$ cat config.mk
export PLATFORM = sky130hd
export DESIGN_NAME = lrds_front_flat
export DESIGN_NICKNAME = d
export VERILOG_FILES = /design/src/rtl/core/lrds_pkg.sv /design/src/rtl/core/lrds_if.sv /design/src/rtl/core/lrds_front.sv /design/src/flat_wrapper.sv
export SDC_FILE = /design/constraint.sdc
export NUM_CORES = 1
export LEC_CHECK = 0
export BUFFER_PORTS_ARGS = -buffer_cell sky130_fd_sc_hd__clkbuf_2
export CORE_ASPECT_RATIO = 1.4
export CORE_MARGIN = 3
export CORE_UTILIZATION = 51
export CTS_CLUSTER_DIAMETER = 30
export DETAILED_ROUTE_END_ITERATION = 8
export GPL_TIMING_DRIVEN = 0
export PLACE_DENSITY = 0.77
export SLEW_MARGIN = 0
export SYNTH_ARGS = -nofsm -noshare
export SYNTH_HDL_FRONTEND = slang
export SYNTH_SLANG_ARGS = --single-unit
$ cat constraint.sdc
create_clock -name i_clk -period 5.5 [get_ports i_clk]
set_input_delay 1.65 -clock i_clk [delete_from_list [all_inputs] [get_ports i_clk]]
set_output_delay 1.65 -clock i_clk [all_outputs]
set_load 0.01 [all_outputs]
$ cat src/rtl/core/lrds_pkg.sv
// ----------------------------------------------------------------------------
// lrds_pkg
// shared types and constants for the random draw and shuffle block
// ----------------------------------------------------------------------------
package lrds_pkg;

    localparam int MAX_PERM   = 64;
    localparam int IDX_W      = $clog2(MAX_PERM);
    localparam int CNT_W      = IDX_W + 1;
    localparam int QUEUE_D    = 2;

    localparam logic [30:0] MODULUS   = 31'h7FFF_FFFF;
    localparam logic [25:0] MULT      = 26'd62089911;
    localparam logic [28:0] INCR      = 29'd453816693;
    localparam logic [30:0] SEED_RST  = 31'd1;
    localparam logic [30:0] THR_RST   = 31'd1073741824;

    localparam logic [0:0] ADDR_SEED = 1'b0;
    localparam logic [0:0] ADDR_THR  = 1'b1;

    typedef enum logic [0:0] {
        CMD_DRAW = 1'b0,
        CMD_PERM = 1'b1
    } t_cmd;

    // classified job handed from front to back
    typedef struct packed {
        t_cmd              cmd;
        logic signed [31:0] lo;
        logic [32:0]       span;
        logic              err;
        logic [CNT_W-1:0]  n;
    } t_job;

    typedef enum logic [3:0] {
        S_IDLE,
        S_MUL,
        S_RED,
        S_SPAN,
        S_DIV,
        S_DRAW_OUT,
        S_FILL,
        S_SW_RD,
        S_SW_WR,
        S_EMIT_RD,
        S_EMIT_OUT
    } t_state;

    // x mod (2^31-1) for x below 2^62, one fold and a final correction
    function automatic logic [30:0] mod_m(input logic [61:0] x);
        logic [31:0] s;
        logic [31:0] t;
        begin
            s = {1'b0, x[30:0]} + {1'b0, x[61:31]};
            t = {1'b0, s[30:0]} + {31'd0, s[31]};
            if (t[30:0] == MODULUS || t[31]) t = t - {1'b0, MODULUS};
            mod_m = t[30:0];
        end
    endfunction

endpackage

$ cat src/rtl/core/lrds_if.sv
// ----------------------------------------------------------------------------
// lrds_in_if / lrds_out_if
// valid/ready channels for requests and results
// ----------------------------------------------------------------------------
interface lrds_in_if;
    logic               valid;
    logic               ready;
    logic               command;
    logic signed [31:0] range_low;
    logic signed [31:0] range_high;
    logic [6:0]         perm_count;
    modport source (output valid, command, range_low, range_high, perm_count, input ready);
    modport sink   (input valid, command, range_low, range_high, perm_count, output ready);
endinterface


$ cat src/rtl/core/lrds_front.sv
// ----------------------------------------------------------------------------
// lrds_front
// accepts requests, classifies them and queues jobs for the back end
// ----------------------------------------------------------------------------
module lrds_front (
    input  logic                i_clk,
    input  logic                i_rst_n,
    lrds_in_if.sink             s_in,
    output logic                o_job_valid,
    output lrds_pkg::t_job      o_job,
    input  logic                i_job_pop
);
    lrds_pkg::t_job r_q [lrds_pkg::QUEUE_D];
    logic [1:0]     r_cnt;
    logic           r_wp;
    logic           r_rp;
    lrds_pkg::t_job w_job;
    logic           w_push;
    logic signed [32:0] w_diff;
    logic [6:0]     w_n;

    assign s_in.ready  = (r_cnt != 2'(lrds_pkg::QUEUE_D));
    assign w_push      = s_in.valid && s_in.ready;
    assign o_job_valid = (r_cnt != 2'd0);
    assign o_job       = r_q[r_rp];

    always_comb begin
        w_diff = {s_in.range_high[31], s_in.range_high} - {s_in.range_low[31], s_in.range_low};
        w_n    = s_in.perm_count;
        if (w_n == 7'd0) w_n = 7'd1;
        if (w_n > 7'(lrds_pkg::MAX_PERM)) w_n = 7'(lrds_pkg::MAX_PERM);
        w_job.cmd  = lrds_pkg::t_cmd'(s_in.command);
        w_job.lo   = s_in.range_low;
        w_job.err  = w_diff[32];
        w_job.span = w_diff[32:0] + 33'd1;
        w_job.n    = w_n[lrds_pkg::CNT_W-1:0];
    end

    always_ff @(posedge i_clk) begin
        if (w_push) begin
            r_q[r_wp] <= w_job;
        end
    end

    always_ff @(posedge i_clk) begin
        if (!i_rst_n) begin
            r_cnt <= 2'd0;
            r_wp  <= 1'b0;
            r_rp  <= 1'b0;
        end else begin
            if (w_push) r_wp <= ~r_wp;
            if (i_job_pop) r_rp <= ~r_rp;
            r_cnt <= r_cnt + 2'(w_push) - 2'(i_job_pop);
        end
    end

    a_no_pop_empty: assert property (@(posedge i_clk) disable iff (!i_rst_n)
        i_job_pop |-> o_job_valid) else $error("pop from empty job queue");
    a_cnt_range: assert property (@(posedge i_clk) disable iff (!i_rst_n)
        r_cnt <= 2'(lrds_pkg::QUEUE_D)) else $error("job queue overflow");
    a_push_grows: assert property (@(posedge i_clk) disable iff (!i_rst_n)
        (w_push && !i_job_pop) |=> (r_cnt == $past(r_cnt) + 2'd1))
        else $error("queue count lost a push");
endmodule

$ cat src/flat_wrapper.sv
// flat-port wrapper written by rule: the top's interface ports become plain ports
module lrds_front_flat 
  (i_clk, i_rst_n, o_job_valid, o_job, i_job_pop, s_in_valid, s_in_command, s_in_range_low, s_in_range_high, s_in_perm_count, s_in_ready);
  lrds_in_if s_in_i ();
  input  logic i_clk;
  input  logic i_rst_n;
  output logic o_job_valid;
  output lrds_pkg::t_job o_job;
  input  logic i_job_pop;
  input wire logic [$bits(s_in_i.valid)-1:0] s_in_valid;
  input wire logic [$bits(s_in_i.command)-1:0] s_in_command;
  input wire logic [$bits(s_in_i.range_low)-1:0] s_in_range_low;
  input wire logic [$bits(s_in_i.range_high)-1:0] s_in_range_high;
  input wire logic [$bits(s_in_i.perm_count)-1:0] s_in_perm_count;
  output wire logic [$bits(s_in_i.ready)-1:0] s_in_ready;
  assign s_in_i.valid = s_in_valid;
  assign s_in_i.command = s_in_command;
  assign s_in_i.range_low = s_in_range_low;
  assign s_in_i.range_high = s_in_range_high;
  assign s_in_i.perm_count = s_in_perm_count;
  assign s_in_ready = s_in_i.ready;
  lrds_front u_core (.i_clk(i_clk), .i_rst_n(i_rst_n), .s_in(s_in_i), .o_job_valid(o_job_valid), .o_job(o_job), .i_job_pop(i_job_pop));
endmodule
==> results of run 1 <==
-- area by class of cell --
type,count,share of cell area
plain buffers,20,0.0101
clock buffers,19,0.0432
clock inverters,12,0.0102
inverters,50,0.0187
multi-input cells,452,0.358
flip-flops and latches,153,0.454
well taps,196,0.0245
repair buffers,154,0.0814
-- power by group through the flow --
stage	Sequential, µW	Combinational (µW)	Clock, µW
2_1_floorplan	1590	613	0
3_3_place_gp	1600	890	0
3_5_place_dp	1580	933	0
4_1_cts	1560	939	1090
5_1_grt	1570	1030	1130
6_report	1560	926	1070
-- sequential cells by signal (all words and copies together) (netlist names), named ones only --
register,cells
u_core.r_cnt,2
u_core.r_wp,1
u_core.r_rp,1
u_core.r_q,148
-- critical path: stages --
cell       delay [ns]
clkbuf_2         0.13
ha_1             0.21
fa_1             0.40
nor2b_1          0.22
o31a_4           0.22
o311ai_4         0.11
a2111oi_0        0.88
o21ai_1          0.20
a21oi_1          0.34
mux2i_1          0.28
o2111ai_1        0.20
nor3_1           0.25
xnor2_1          0.13
-- worst min path at each step --
stage	slack [ns]	depth (start not counted)	from	to
6_report	0.58	2	u_core.r_rp	u_core.r_rp
5_1_grt	0.62	2	u_core.r_rp	u_core.r_rp
4_1_cts	0.58	2	u_core.r_rp	u_core.r_rp
3_5_place_dp	0.57	2	u_core.r_rp	flop
3_3_place_gp	0.56	2	u_core.r_wp	u_core.r_wp
2_1_floorplan	0.54	2	u_core.r_wp	u_core.r_wp
-- synthesized netlist by cell type, types with 3 or more instances --
master | n | area, µm²
a21o_1 | 11 | 82.6
a21oi_1 | 28 | 140
a311oi_1 | 3 | 26.3
a31oi_1 | 6 | 37.5
and2_1 | 8 | 50.1
and3_1 | 3 | 18.8
clkbuf_1 | 13 | 48.8
dfxtp_1 | 5 | 100
edfxtp_1 | 148 | 4440
ha_1 | 36 | 450
inv_1 | 50 | 188
mux2_2 | 75 | 845
nand2_1 | 42 | 158
nand2b_1 | 3 | 18.8
nand3_1 | 16 | 80.1
nand4_1 | 6 | 37.5
nor2_1 | 31 | 116
nor2b_1 | 9 | 56.3
nor3_1 | 13 | 65.1
nor4_1 | 4 | 25.0
nor4_2 | 4 | 50.1
o211ai_1 | 6 | 45.0
o21a_1 | 8 | 60.1
o21ai_0 | 16 | 80.1
o21ai_1 | 6 | 30.0
o21bai_1 | 4 | 30.0
o31a_1 | 3 | 26.3
o31ai_1 | 3 | 22.5
or3_1 | 8 | 50.1
xnor2_1 | 26 | 228
xor2_1 | 23 | 201
-- cell families after synthesis --
kind of cell,after synthesis,share of synthesized area
xor gates and xnor gates,49,0.0510
buffers and inverters,70,0.0344
and+or+nand+nor,169,0.113
adders and majority gates,37,0.0560
muxes,77,0.103
DFF,153,0.540
AOI/OAI and AO/OA,120,0.103
-- layer usage --
| metal | track usage | up-vias | part of all wire |
|---|---|---|---|
| li1 | - | 2884 | - |
| met1 | 0.226 | 2757 | 0.40 |
| met2 | 0.365 | 148 | 0.53 |
| met3 | 0.0402 | 30 | 0.046 |
| met4 | 0.0787 | 0 | 0.025 |
| met5 | 0 | - | 0 |
-- stage by stage --
step / util / setup TNS [ns]
global placement: 0.593 / -133.54
floorplan: - / 0
detailed placement: 0.597 / 0
finish: 0.631 / 0
global route: 0.631 / 0
CTS: 0.631 / 0
==> impl_metrics.tcl, run 1 <==
set metrics [dict create \
    grt_pass1_wl_um 28200 \
    finalMaxSlewViolations 0 \
    maxCapViolCount 0 \
    syn_nets 788 \
    clock_power_share 0.300 \
    timing.final.crit_share 0.923 \
    async_flop_share 0 \
    r2r_end "u_core.r_q[0][62]" \
    min_path_type "flop to flop" \
    placement.setup.worst_slack_ns 0.0902 \
    fin_crit_ns 5.08 \
    p_comb_frac 0.261 \
    status "finished clean" \
    synth_edf_count 148 \
    cts_tree "yes" \
    r2r-start "u_core.r_cnt[0]" \
    cp-startpoint "s_in_range_low[0]" \
    die_w_um 115 \
    synthToLayoutAreaGrowth_pct 19.1 \
    worst_slew_pin_slew_ns 0.947 \
    fillers 1241 \
    seqPwrFrac 0.439 \
    syn_inst 675 \
    drt-pass1-iter-count 5 \
    grt-ovfl-total 0 \
    wire_per_inst_um 16.6 \
    cp.arrival_ns 5.23 \
    ios 152 \
    synth_ff_type "edfxtp_1" \
    cts.sinks 153 \
    crit_fanout 7 \
    post-cts-setup-buffer-count 0 \
    final_nets 961 \
    antenna_found_initial 0 \
    layout_common_cells "clkbuf_2, edfxtp_1, mux2_2" \
    die_area_um2 18100 \
    multi_input_area_um2 3590 \
    num_vias 5819 \
    ys_seq_elements 153 \
    drt-initial-drc-count 361 \
    finalHoldViolations 0 \
    synthDistinctLibCells 74 \
    start_kind "input pin" \
    worstSkewPairLatency_ns 0.42 \
    ctsResizeCount 0 \
    grt_pass1_vias 5885 \
    p_per_area_nw_per_um2 355 \
    crit_type "input pin to flop" \
    totalWireLength_um 17500 \
    syn_area_um2 8410 \
    crit_path_end_kind "flop" \
    synth_warnings 0 \
    reg2reg_depth 5 \
    drive_gt1_frac 0.343 \
    start_util 0.530 \
    antenna_left 0 \
    cts_root_buffer "clkbuf_16" \
    core_um2 15900 \
    place.gp.congestion 0.863 \
    synth.avg_cell_area_um2 12.5 \
    die_h_um 158 \
    switchingPower_uw 1030 \
    worstPathRequired_ns 5.65 \
    synth_seq_area_share 0.540 \
    antenna_cells 0 \
    fin_area_um2 10000 \
    io_buffer_count 151 \
    ctsHoldBuffers 0 \
    rsz0062_at_grt "false" \
    total_leakage_power_uw 0.00400 \
    ir_drop_mv 0.238 \
    placed_cell_area_um2 9480 \
    track_usage 0.200 \
    r2r_slack_ns 3.66 \
    endpoint "u_core.r_q[1][39]" \
    whs_ns 0.584 \
    grt_start_max_net_pins 40 \
    cts_made_buffers 17 \
    clk_pin_slew_ns 0.06 \
    p_int_uw 2520 \
    dp_hpwl_um 13100 \
    maxSlewHeadroom 0.353 \
    clk_path_buf_depth 2 \
    setup_viol 0 \
    drc 0 \
    stdcell_count 1056 \
    layout_commonest_cell "clkbuf_2" \
    total_power_uw 3550 \
    rows 54 \
    vias_per_cell 5.51 \
    max_freq_mhz 197 \
    dp.cells 1025 \
    finalClockSkew_ns 0.00443 \
    cts-htree-levels 4 \
    swShare 0.291 \
    seq_area_um2 4540 \
    setup_ws_ns 0.422 \
]
No activity file was read; power rests on OpenSTA's default activity.
==> inputs of run 2 (changes only) <==
--- a/config.mk
+++ b/config.mk
@@ -12,7 +12,7 @@
 export CTS_CLUSTER_DIAMETER = 30
 export DETAILED_ROUTE_END_ITERATION = 8
 export GPL_TIMING_DRIVEN = 0
-export PLACE_DENSITY = 0.77
+export PLACE_DENSITY = 0.79
 export SLEW_MARGIN = 0
 export SYNTH_ARGS = -nofsm -noshare
 export SYNTH_HDL_FRONTEND = slang
==> run 2 against run 1 <==
Combinational power grew 0.5%. Largest cell class unchanged. Non-clock buffer count stayed put. Via count grew 0.15%. Clock power is 10% higher. Utilization increased by 0.41 points. Critical endpoint is now u_core.r_q[0][39].
==> impl_metrics.tcl, run 2 (synthesis results as in run 1) <==
set metrics [dict create \
    worstSkewPairLatency_ns 0.42 \
    grt_pass1_vias 5837 \
    final_nets 961 \
    finalClockSkew_ns 0.0105 \
    fillers 1266 \
    finalHoldViolations 0 \
    seq_area_um2 4540 \
    timing.final.crit_share 0.919 \
    start_util 0.530 \
    largest_register_ffs 148 \
    fin_crit_ns 5.06 \
    rows 54 \
    grt-ovfl-total 0 \
    wire_per_inst_um 16.7 \
    dp_hpwl_um 13200 \
    cts_tree "yes" \
    crit_fanout 7 \
    p_per_area_nw_per_um2 364 \
    total_power_uw 3670 \
    die_w_um 115 \
    crit_path_end_kind "flop" \
    drt-initial-drc-count 378 \
    vias_per_cell 5.51 \
    ctsResizeCount 0 \
    clk_path_buf_depth 2 \
    worst_slew_pin_slew_ns 0.866 \
    status "finished clean" \
    reg_top3 "u_core.r_q (148), u_core.r_cnt (2)" \
    cts_root_buffer "clkbuf_16" \
    num_vias 5828 \
    io_buffer_count 151 \
    fin_util 0.635 \
    drt-pass1-iter-count 5 \
    setup_viol 0 \
    finalMaxSlewViolations 0 \
    multi_input_area_um2 3590 \
    place.gp.congestion 0.877 \
    placement.setup.worst_slack_ns 0.143 \
    antenna_cells 0 \
    ios 152 \
    track_usage 0.199 \
    crit_type "input pin to flop" \
    grt_pass1_wl_um 28000 \
    cts_made_buffers 17 \
    regMostFlops "u_core.r_q" \
    setup_ws_ns 0.444 \
    antenna_left 0 \
    die_h_um 158 \
    worstPathRequired_ns 5.64 \
    antenna_found_initial 0 \
    routed-wl-met3_um 838 \
    met2_length_um 9320 \
    maxSlewHeadroom 0.408 \
    totalWireLength_um 17700 \
    layout_common_cells "clkbuf_2, edfxtp_1, mux2_2" \
    dr.max_layer_used "met4" \
    max_freq_mhz 198 \
    ctsHoldBuffers 0 \
    core_um2 15900 \
    r2r-start "u_core.r_cnt[0]" \
    min_path_type "flop to flop" \
    post-cts-setup-buffer-count 0 \
    start_kind "input pin" \
    die_area_um2 18100 \
    cts-htree-levels 4 \
    cp.arrival_ns 5.20 \
    clk_pin_slew_ns 0.06 \
    rsz0062_at_grt "false" \
    drc 0 \
    cts.sinks 153 \
    cp-startpoint "s_in_range_low[0]" \
    wl_met1_um 7170 \
    ir_drop_mv 0.277 \
    drive_gt1_frac 0.341 \
    min_from "u_core.r_rp" \
    grt_start_max_net_pins 47 \
    layout_commonest_cell "clkbuf_2" \
    synthToLayoutAreaGrowth_pct 19.9 \
    total_leakage_power_uw 0.00403 \
    maxCapViolCount 0 \
]
[run 2: cell types whose count changed in the layout (fill, tap and decap cells not counted), moves of 2 or more]
cell / delta
bufinv_16: +2
clkinvlp_4: -2
clkbuf_1: +3
clkbuf_8: +2
clkinv_4: -2
[run 2: power by group]
part	switching, µW	internal (µW)
Combinational	545	387
Clock	440	737
Sequential	39.9	1520
Total	1020	2640
[run 2: area by class of cell]
class                      count  area share
clock inverter                 8      0.0120
sequential                   153       0.451
buffer                        20      0.0101
timing repair buffer         154      0.0817
clock buffer                  24      0.0468
multi-input combinational    452       0.356
tap                          196      0.0243
inverter                      50      0.0186
[run 2: metal layers]
| metal | GRT usage | vias to the layer above |
|---|---|---|
| li1 | - | 2894 |
| met1 | 0.226 | 2760 |
| met2 | 0.357 | 144 |
| met3 | 0.0493 | 30 |
| met4 | 0.0758 | 0 |
| met5 | 0 | - |
[run 2: final timing paths]
check	to	slack, ns	cells after the start
worst min register to register	flop	0.58	2
worst max register to register	u_core.r_q[0][46]	3.66	5
worst min-delay path	flop	0.58	2
worst max-delay path	u_core.r_q[0][39]	0.44	13
[run 2: through the flow]
| step | TNS [ns] | area (µm²) | std cells | hold WS, ns |
|---|---|---|---|---|
| after global placement | -130.25 | 9410 | 1022 | 0.555 |
| after floorplan | 0 | 8410 | 675 | 0.542 |
| final | 0 | 10100 | 1057 | 0.584 |
| after CTS | 0 | 10100 | 1057 | 0.587 |
| after global routing | 0 | 10100 | 1057 | 0.612 |
| after detailed placement | 0 | 9490 | 1025 | 0.575 |
[run 2: critical path: stages]
cell and delay, ns:
clkbuf_2 0.13, ha_1 0.20, fa_1 0.41, nor2b_1 0.21
o31a_4 0.22, o311ai_4 0.11, a2111oi_0 0.82, o21ai_1 0.21
a21oi_1 0.34, mux2i_1 0.29, o2111ai_1 0.21, nor3_1 0.26
xnor2_1 0.13
